**src/yuv422_pkg.sv**
```systemverilog
// ----------------------------------------------------------------------------
// yuv422_pkg: shared types and constants for the packed 4:2:2 to RGB block
// Holds the layout codes, the Q16 color coefficients and the datapath types.
// ----------------------------------------------------------------------------
package yuv422_pkg;

    // Byte order codes of the layout register.
    localparam logic [1:0] LAYOUT_YUYV  = 2'd0;
    localparam logic [1:0] LAYOUT_UYVY  = 2'd1;
    localparam logic [1:0] LAYOUT_YVYU  = 2'd2;
    localparam logic [1:0] LAYOUT_UNSUP = 2'd3;

    // Layout register value after reset.
    localparam logic [1:0] LAYOUT_RESET = LAYOUT_YUYV;

    // Chroma offset and channel limit.
    localparam logic [7:0] CHROMA_OFFSET = 8'd128;
    localparam logic [7:0] CHAN_MAX      = 8'd255;

    // Q16 products and sums fit in 27 signed bits.
    typedef logic signed [26:0] t_q16;
    typedef logic signed [8:0]  t_chroma;
    typedef logic [7:0]         t_byte;
    typedef logic [31:0]        t_word;

    // Unsigned Q16 coefficients (real value times 65536, rounded).
    localparam t_q16 CB_U = 27'sd132933;
    localparam t_q16 CG_U = 27'sd25817;
    localparam t_q16 CG_V = 27'sd38064;
    localparam t_q16 CR_V = 27'sd74727;

endpackage

```
**src/yuv422_if.sv**
```systemverilog
// ----------------------------------------------------------------------------
// yuv422 interfaces: handshake channels of the packed 4:2:2 to RGB block
// Packed word input channel, RGB pair output channel and layout write channel.
// ----------------------------------------------------------------------------

// Input channel: one packed 4:2:2 word per item.
interface yuv422_in_if;
    logic        valid;
    logic        ready;
    logic [31:0] packed_word;

    modport source (output valid, output packed_word, input ready);
    modport sink   (input valid, input packed_word, output ready);
endinterface

// Output channel: two RGB pixels and the layout error flag per item.
interface yuv422_out_if;
    logic       valid;
    logic       ready;
    logic [7:0] blue_first;
    logic [7:0] green_first;
    logic [7:0] red_first;
    logic [7:0] blue_second;
    logic [7:0] green_second;
    logic [7:0] red_second;
    logic       layout_error;

    modport source (
        output valid, output blue_first, output green_first, output red_first,
        output blue_second, output green_second, output red_second,
        output layout_error, input ready
    );
    modport sink (
        input valid, input blue_first, input green_first, input red_first,
        input blue_second, input green_second, input red_second,
        input layout_error, output ready
    );
endinterface

// Configuration channel: write data of the layout register.
interface yuv422_cfg_if;
    logic       valid;
    logic       ready;
    logic [1:0] data;

    modport source (output valid, output data, input ready);
    modport sink   (input valid, input data, output ready);
endinterface

```
**src/packed_yuv422_to_rgb.sv**
```systemverilog
// ----------------------------------------------------------------------------
// packed_yuv422_to_rgb: packed 4:2:2 word to two RGB pixels
// Four-stage pipeline: unpack, chroma multiply, channel sum, clamp.
// ----------------------------------------------------------------------------
// The block takes one 32-bit packed 4:2:2 word per item and returns one item
// with the blue, green and red of both pixels, each clamped to 0..255. It
// accepts one item every clock cycle unless every stage holds an item and the
// output stalls. Each item passes through the four register stages (unpack,
// constant multiply, channel sum, clamp), the last of which is the output
// register. A stalled output holds the pipeline without losing items, and
// empty stages still fill while the output waits. The layout register
// selects YUYV (0), UYVY (1) or YVYU (2); code 3 flags layout_error and
// gives all-zero pixels. Write the layout only while no item is in flight.
module packed_yuv422_to_rgb (
    input  logic                i_clk,
    input  logic                i_rst_n,
    yuv422_cfg_if.sink          i_cfg,
    yuv422_in_if.sink           i_pix,
    yuv422_out_if.source        o_rgb
);
    import yuv422_pkg::*;

    // Layout register.
    logic [1:0] r_layout;

    // Stage valid bits and advance enables.
    logic r_v1, r_v2, r_v3, r_v4;
    logic en1, en2, en3, en4;

    // Stage 1: unpacked samples and offset chroma.
    t_byte   r_y0_s1, r_y1_s1;
    t_chroma r_u_s1, r_v_s1;
    logic    r_err_s1;
    t_byte   n_y0, n_y1, n_ub, n_vb;

    // Stage 2: chroma products and luma bases.
    t_q16 r_base0_s2, r_base1_s2;
    t_q16 r_pb_s2, r_pgu_s2, r_pgv_s2, r_pr_s2;
    logic r_err_s2;

    // Stage 3: channel sums for both pixels.
    t_q16 r_b0_s3, r_g0_s3, r_r0_s3, r_b1_s3, r_g1_s3, r_r1_s3;
    logic r_err_s3;

    // Stage 4: output register.
    t_byte r_b0, r_g0, r_r0, r_b1, r_g1, r_r1;
    logic  r_err;

    // Truncate a Q16 sum to its integer part and clamp it to 0..255.
    function automatic t_byte clamp_q16(input t_q16 sum);
        t_byte res;
        if (sum[26]) begin
            res = 8'd0;
        end else if (sum[25:24] != 2'b00) begin
            res = CHAN_MAX;
        end else begin
            res = sum[23:16];
        end
        return res;
    endfunction

    // Configuration writes are always taken.
    assign i_cfg.ready = 1'b1;

    always_ff @(posedge i_clk) begin
        if (!i_rst_n) begin
            r_layout <= LAYOUT_RESET;
        end else if (i_cfg.valid) begin
            r_layout <= i_cfg.data;
        end
    end

    // A stage advances when it is empty or the stage after it advances.
    assign en4 = !r_v4 || o_rgb.ready;
    assign en3 = !r_v3 || en4;
    assign en2 = !r_v2 || en3;
    assign en1 = !r_v1 || en2;
    assign i_pix.ready = en1;

    always_ff @(posedge i_clk) begin
        if (!i_rst_n) begin
            r_v1 <= 1'b0;
            r_v2 <= 1'b0;
            r_v3 <= 1'b0;
            r_v4 <= 1'b0;
        end else begin
            if (en1) r_v1 <= i_pix.valid;
            if (en2) r_v2 <= r_v1;
            if (en3) r_v3 <= r_v2;
            if (en4) r_v4 <= r_v3;
        end
    end

    // Byte selection by layout.
    always_comb begin
        case (r_layout)
            LAYOUT_UYVY: begin
                n_ub = i_pix.packed_word[7:0];
                n_y0 = i_pix.packed_word[15:8];
                n_vb = i_pix.packed_word[23:16];
                n_y1 = i_pix.packed_word[31:24];
            end
            LAYOUT_YVYU: begin
                n_y0 = i_pix.packed_word[7:0];
                n_vb = i_pix.packed_word[15:8];
                n_y1 = i_pix.packed_word[23:16];
                n_ub = i_pix.packed_word[31:24];
            end
            default: begin
                n_y0 = i_pix.packed_word[7:0];
                n_ub = i_pix.packed_word[15:8];
                n_y1 = i_pix.packed_word[23:16];
                n_vb = i_pix.packed_word[31:24];
            end
        endcase
    end

    // Stage 1: unpack and remove the chroma offset.
    always_ff @(posedge i_clk) begin
        if (en1) begin
            r_y0_s1  <= n_y0;
            r_y1_s1  <= n_y1;
            r_u_s1   <= $signed({1'b0, n_ub}) - $signed({1'b0, CHROMA_OFFSET});
            r_v_s1   <= $signed({1'b0, n_vb}) - $signed({1'b0, CHROMA_OFFSET});
            r_err_s1 <= (r_layout == LAYOUT_UNSUP);
        end
    end

    // Stage 2: constant multiplies, shared by both pixels.
    always_ff @(posedge i_clk) begin
        if (en2) begin
            r_base0_s2 <= t_q16'({r_y0_s1, 16'h0000});
            r_base1_s2 <= t_q16'({r_y1_s1, 16'h0000});
            r_pb_s2    <= CB_U * t_q16'(r_u_s1);
            r_pgu_s2   <= CG_U * t_q16'(r_u_s1);
            r_pgv_s2   <= CG_V * t_q16'(r_v_s1);
            r_pr_s2    <= CR_V * t_q16'(r_v_s1);
            r_err_s2   <= r_err_s1;
        end
    end

    // Stage 3: channel sums in signed Q16.
    always_ff @(posedge i_clk) begin
        if (en3) begin
            r_b0_s3  <= r_base0_s2 + r_pb_s2;
            r_g0_s3  <= r_base0_s2 - r_pgu_s2 - r_pgv_s2;
            r_r0_s3  <= r_base0_s2 + r_pr_s2;
            r_b1_s3  <= r_base1_s2 + r_pb_s2;
            r_g1_s3  <= r_base1_s2 - r_pgu_s2 - r_pgv_s2;
            r_r1_s3  <= r_base1_s2 + r_pr_s2;
            r_err_s3 <= r_err_s2;
        end
    end

    // Stage 4: clamp, and zero the pixels for an unsupported layout.
    always_ff @(posedge i_clk) begin
        if (en4) begin
            r_b0  <= r_err_s3 ? 8'd0 : clamp_q16(r_b0_s3);
            r_g0  <= r_err_s3 ? 8'd0 : clamp_q16(r_g0_s3);
            r_r0  <= r_err_s3 ? 8'd0 : clamp_q16(r_r0_s3);
            r_b1  <= r_err_s3 ? 8'd0 : clamp_q16(r_b1_s3);
            r_g1  <= r_err_s3 ? 8'd0 : clamp_q16(r_g1_s3);
            r_r1  <= r_err_s3 ? 8'd0 : clamp_q16(r_r1_s3);
            r_err <= r_err_s3;
        end
    end

    assign o_rgb.valid        = r_v4;
    assign o_rgb.blue_first   = r_b0;
    assign o_rgb.green_first  = r_g0;
    assign o_rgb.red_first    = r_r0;
    assign o_rgb.blue_second  = r_b1;
    assign o_rgb.green_second = r_g1;
    assign o_rgb.red_second   = r_r1;
    assign o_rgb.layout_error = r_err;

`ifndef SYNTH
    // An item flagged with a layout error carries all-zero pixels.
    assert property (@(posedge i_clk) disable iff (!i_rst_n)
        (r_v4 && r_err) |-> ((r_b0 | r_g0 | r_r0 | r_b1 | r_g1 | r_r1) == 8'd0))
        else $error("layout error item with nonzero pixels");

    // The input is refused only when every stage holds an item and the output stalls.
    assert property (@(posedge i_clk) disable iff (!i_rst_n)
        !i_pix.ready |-> (r_v1 && r_v2 && r_v3 && r_v4 && !o_rgb.ready))
        else $error("input refused with room in the pipeline");

    // Without an output handshake no item leaves the pipeline.
    assert property (@(posedge i_clk) disable iff (!i_rst_n)
        ($past(i_rst_n) && !$past(o_rgb.valid && o_rgb.ready))
        |-> ($countones({r_v1, r_v2, r_v3, r_v4})
             >= $countones($past({r_v1, r_v2, r_v3, r_v4}))))
        else $error("item lost inside the pipeline");

    // A stalled output stage holds its item and the stage before it holds too.
    assert property (@(posedge i_clk) disable iff (!i_rst_n)
        ($past(i_rst_n) && $past(r_v4 && r_v3 && !o_rgb.ready)) |-> (r_v4 && r_v3))
        else $error("stalled stage dropped its item");
`endif

endmodule

```
**src/flat_wrapper.sv**
```systemverilog
// flat-port wrapper written by rule: the top's interface ports become plain ports
module packed_yuv422_to_rgb_flat import yuv422_pkg::*;
  (i_clk, i_rst_n, i_cfg_valid, i_cfg_data, i_cfg_ready, i_pix_valid, i_pix_packed_word, i_pix_ready, o_rgb_valid, o_rgb_blue_first, o_rgb_green_first, o_rgb_red_first, o_rgb_blue_second, o_rgb_green_second, o_rgb_red_second, o_rgb_layout_error, o_rgb_ready);
  yuv422_cfg_if i_cfg_i ();
  yuv422_in_if i_pix_i ();
  yuv422_out_if o_rgb_i ();
  input  logic i_clk;
  input  logic i_rst_n;
  input wire logic [$bits(i_cfg_i.valid)-1:0] i_cfg_valid;
  input wire logic [$bits(i_cfg_i.data)-1:0] i_cfg_data;
  output wire logic [$bits(i_cfg_i.ready)-1:0] i_cfg_ready;
  input wire logic [$bits(i_pix_i.valid)-1:0] i_pix_valid;
  input wire logic [$bits(i_pix_i.packed_word)-1:0] i_pix_packed_word;
  output wire logic [$bits(i_pix_i.ready)-1:0] i_pix_ready;
  output wire logic [$bits(o_rgb_i.valid)-1:0] o_rgb_valid;
  output wire logic [$bits(o_rgb_i.blue_first)-1:0] o_rgb_blue_first;
  output wire logic [$bits(o_rgb_i.green_first)-1:0] o_rgb_green_first;
  output wire logic [$bits(o_rgb_i.red_first)-1:0] o_rgb_red_first;
  output wire logic [$bits(o_rgb_i.blue_second)-1:0] o_rgb_blue_second;
  output wire logic [$bits(o_rgb_i.green_second)-1:0] o_rgb_green_second;
  output wire logic [$bits(o_rgb_i.red_second)-1:0] o_rgb_red_second;
  output wire logic [$bits(o_rgb_i.layout_error)-1:0] o_rgb_layout_error;
  input wire logic [$bits(o_rgb_i.ready)-1:0] o_rgb_ready;
  assign i_cfg_i.valid = i_cfg_valid;
  assign i_cfg_i.data = i_cfg_data;
  assign i_cfg_ready = i_cfg_i.ready;
  assign i_pix_i.valid = i_pix_valid;
  assign i_pix_i.packed_word = i_pix_packed_word;
  assign i_pix_ready = i_pix_i.ready;
  assign o_rgb_valid = o_rgb_i.valid;
  assign o_rgb_blue_first = o_rgb_i.blue_first;
  assign o_rgb_green_first = o_rgb_i.green_first;
  assign o_rgb_red_first = o_rgb_i.red_first;
  assign o_rgb_blue_second = o_rgb_i.blue_second;
  assign o_rgb_green_second = o_rgb_i.green_second;
  assign o_rgb_red_second = o_rgb_i.red_second;
  assign o_rgb_layout_error = o_rgb_i.layout_error;
  assign o_rgb_i.ready = o_rgb_ready;
  packed_yuv422_to_rgb u_core (.i_clk(i_clk), .i_rst_n(i_rst_n), .i_cfg(i_cfg_i), .i_pix(i_pix_i), .o_rgb(o_rgb_i));
endmodule
```
**config.mk**
```make
export PLATFORM = sky130hd
export DESIGN_NAME = packed_yuv422_to_rgb_flat
export DESIGN_NICKNAME = d
export VERILOG_FILES = /design/src/yuv422_pkg.sv /design/src/yuv422_if.sv /design/src/packed_yuv422_to_rgb.sv /design/src/flat_wrapper.sv
export SDC_FILE = /design/constraint.sdc
export NUM_CORES = 1
export LEC_CHECK = 0
export BUFFER_PORTS_ARGS = -buffer_cell sky130_fd_sc_hd__buf_2
export CAP_MARGIN = 40
export CORE_MARGIN = 2
export CORE_UTILIZATION = 60
export CTS_CLUSTER_DIAMETER = 100
export DETAILED_ROUTE_END_ITERATION = 8
export MAX_ROUTING_LAYER = met4
export PLACE_DENSITY = 0.78
export SYNTH_ARGS = -nofsm -noshare
export SYNTH_HDL_FRONTEND = slang
export SYNTH_SLANG_ARGS = --single-unit
```
**constraint.sdc**
```tcl
create_clock -name i_clk -period 6.1 [get_ports i_clk]
set_input_delay 1.22 -clock i_clk [delete_from_list [all_inputs] [get_ports i_clk]]
set_output_delay 1.22 -clock i_clk [all_outputs]
set_load 0.005 [all_outputs]
```
==> impl_metrics.yaml <==
pwr:
  p_seq_share_pct: 26.2
  swShare_pct: 42.0
  p_switching_mw: 5.07
  p_per_area_mw_per_mm2: 564
  combPwrFrac_pct: 61.2
  p_clk_share_pct: 12.5
  peakVddDrop_mv: 0.424
  p_leak_nw: 10.3
  p_int_mw: 6.99
floorplan:
  dieArea_mm2: 0.0340
  die_height_um: 184
  initial_core_util_pct: 60.4
  num_io_pins: 91
  core_area_mm2: 0.0323
  fp-row-count: 66
  die_w_um: 184
clock_network:
  cts_tree: "built"
  clkLatencyLatePin_ns: 0.54
  cts_resized: 0
  h-tree-depth: 1
  root_buffer: "clkbuf_16"
  numCtsBuffers: 26
  ctsLongestPathBuffers: 3
  cts_setup_buffers: 0
  hold_buffers: 0
  clock_sinks: 241
  clk_pin_slew_ns: 0.06
synth:
  ys_warn_count: 0
  ys_seq_area_share_pct: 36.8
  syn_area_mm2: 0.0195
  synthFlopType: "edfxtp_1"
  synth_area_per_cell_um2: 11.5
  ys_async_sr_fraction_pct: 0
  yosysUniqueCellTypes: 64
  ys_ff_latch: 241
  syn-num-nets: 2210
  synth-edff-count: 235
  syn_inst: 1692
sta:
  min_period_over_period_pct: 89.0
  hold_viol: 0
  max_freq_mhz: 184
  min_period_ns: 5.43
  layout_setup_ws_ns: 0.669
  rsz0062_at_grt: "no"
  setup_viol: 0
  maxSlewHeadroom_pct: 44.2
  drv_slew: 0
  finClkSkew_ns: 0.0290
  tightest_slew_ns: 0.836
  final.setup.tns_ns: 0
layout:
  finalNetCount: 2320
  area_growth_pct: 9.53
  design_area_mm2: 0.0214
  drive_gt1_share_pct: 10.2
  antenna_cells: 0
  final_util_pct: 66.2
  mostFrequentLayoutCell: "ha_1"
  nFillCells: 2433
  mostFrequentLayoutCells: "ha_1 (372), inv_1 (263), edfxtp_1 (235)"
place:
  port_buffers: 89
  dpl.hpwl_um: 31200
  dp_slack_ns: 0.665
  gp_congestion: 0.936
  post_dp_cell_area_mm2: 0.0205
detailed_routing:
  vias: 12400
  finalWirelength_um: 38400
  vias_per_cell: 5.49
  detail-route-antenna-nets: 0
  first_iter_violations: 911
  avgRoutedWirePerCell_um: 17.0
  drc: 0
  drt-pass1-iter-count: 6
global_routing:
  grt_pass1_wl_um: 63700
  gr-total-overflow: 0
  grt_max_degree: 68
  grt_usage_pct: 24.5
  grt_pass1_vias: 12900
  antenna_found_initial: 0
min_path:
  worstHoldEndpoint: "u_core.r_base1_s2[19]"
  holdCritPathClass: "reg2reg"
  hold_depth: 0
  hold_start: "u_core.r_y1_s1[3]"
critical_path:
  startpoint_type: "register"
  timing.rr.end: "u_core.r_pgu_s2[25]"
  cp.required_ns: 6.36
  reg2reg_slack_ns: 0.67
  worstRegToRegCells: 16
  rr_startpoint: "u_core.r_u_s1[4]"
  path_max_fanout: 8
  crit_arrival_ns: 5.70
  startpoint: "u_core.r_u_s1[4]"
  worstSetupEndpointType: "register"
  criticalPathCategory: "reg2reg"
run_status:
  status: "finished clean"
run:
  cap_viol_max_count: 0
## kinds of logic (layout without fill, tap and decap cells)
kind of cell / after synthesis / after routing / share of synthesized area [%]
AO/OA/AOI/OAI: 332 / 332 / 11.5
XOR/XNOR: 107 / 107 / 4.80
adder cells (fa/ha/maj): 479 / 479 / 34.8
buffers and inverters: 286 / 415 / 5.52
flip-flops: 241 / 241 / 36.8
multiplexers: 19 / 19 / 1.08
other: 1 / 1 / 0.0192
AND/OR/NAND/NOR: 227 / 227 / 5.40
## layer usage
layer	GRT usage [%]	routed length, um	vias up
met3	2.57	1440	69
met2	41.2	18300	255
met4	7.84	1300	0
met1	31.4	17300	5947
li1	-	-	6144
met5	-	0	-
## worst max-delay path by stage
stage                                endpoint  cells past startpoint
after floorplan           u_core.r_pgu_s2[25]                     16
after global placement    u_core.r_pgu_s2[25]                     16
after detailed placement  u_core.r_pgu_s2[25]                     16
after CTS                 u_core.r_pgu_s2[25]                     16
after global routing      u_core.r_pgu_s2[25]                     16
final                     u_core.r_pgu_s2[25]                     16
## synth_stat cells, drive strengths merged (18+ instances only)
master | number | area [um2]
o21a | 63 | 473
o21ai | 60 | 300
ha | 372 | 4650
xor2 | 33 | 289
nor2 | 65 | 244
fa | 107 | 2140
a21oi | 81 | 413
xnor2 | 74 | 648
inv | 265 | 995
nand3 | 20 | 100
clkbuf | 18 | 67.6
nand2 | 76 | 285
a21o | 37 | 278
edfxtp | 235 | 7060
nor2b | 22 | 138
## layout make-up
type | instances | area, um2 | share of cell area, %
Timing Repair Buffer | 103 | 568 | 2.66
Inverter | 265 | 996 | 4.66
Multi-Input combinational cell | 1165 | 11300 | 52.7
Sequential cell | 241 | 7180 | 33.6
Clock buffer | 34 | 702 | 3.29
Tap cell | 442 | 553 | 2.59
Clock inverter | 13 | 115 | 0.539
## power groups by stage
| stage | logic, mW | clock network (mW) | registers, mW |
|---|---|---|---|
| floorplan | 5.52 | 0 | 3.13 |
| global placement | 7.10 | 0 | 3.18 |
| detailed placement | 7.30 | 0 | 3.19 |
| CTS | 7.40 | 1.54 | 3.17 |
| global route | 8.42 | 1.61 | 3.23 |
| finish | 7.38 | 1.51 | 3.16 |
## stage by stage
stage | hold WS, ns | std cells | power (mW)
final | 0.418 | 2263 | 12.1
after global routing | 0.429 | 2263 | 13.3
after CTS | 0.416 | 2263 | 12.1
after detailed placement | 0.405 | 2216 | 10.5
after global placement | 0.402 | 2213 | 10.3
after floorplan | 0.400 | 1692 | 8.65
## sequential cells by signal, summed over array words and instances, names as in the netlist, 11 cells and up
signal and count:
u_core.r_g1_s3 11, u_core.r_b1_s3 11, u_core.r_pb_s2 11, u_core.r_g0_s3 11, u_core.r_r0_s3 11, u_core.r_r1_s3 11
u_core.r_pgv_s2 20, u_core.r_pr_s2 13, u_core.r_b0_s3 11, u_core.r_pgu_s2 25
## critical path, stage by stage, from the launching register on
cell and delay [ns]:
edfxtp_1 0.56, ha_1 0.28, inv_1 0.12, fa_1 0.54
inv_1 0.05, fa_1 0.48, fa_1 0.55, fa_1 0.43
ha_1 0.37, a21o_1 0.18, a21oi_1 0.26, o21ai_0 0.20
a31oi_1 0.38, o31ai_1 0.11, a2111oi_0 0.41, o21bai_1 0.12
xnor2_1 0.13
Note: power is estimated with default switching activity, not from simulation.
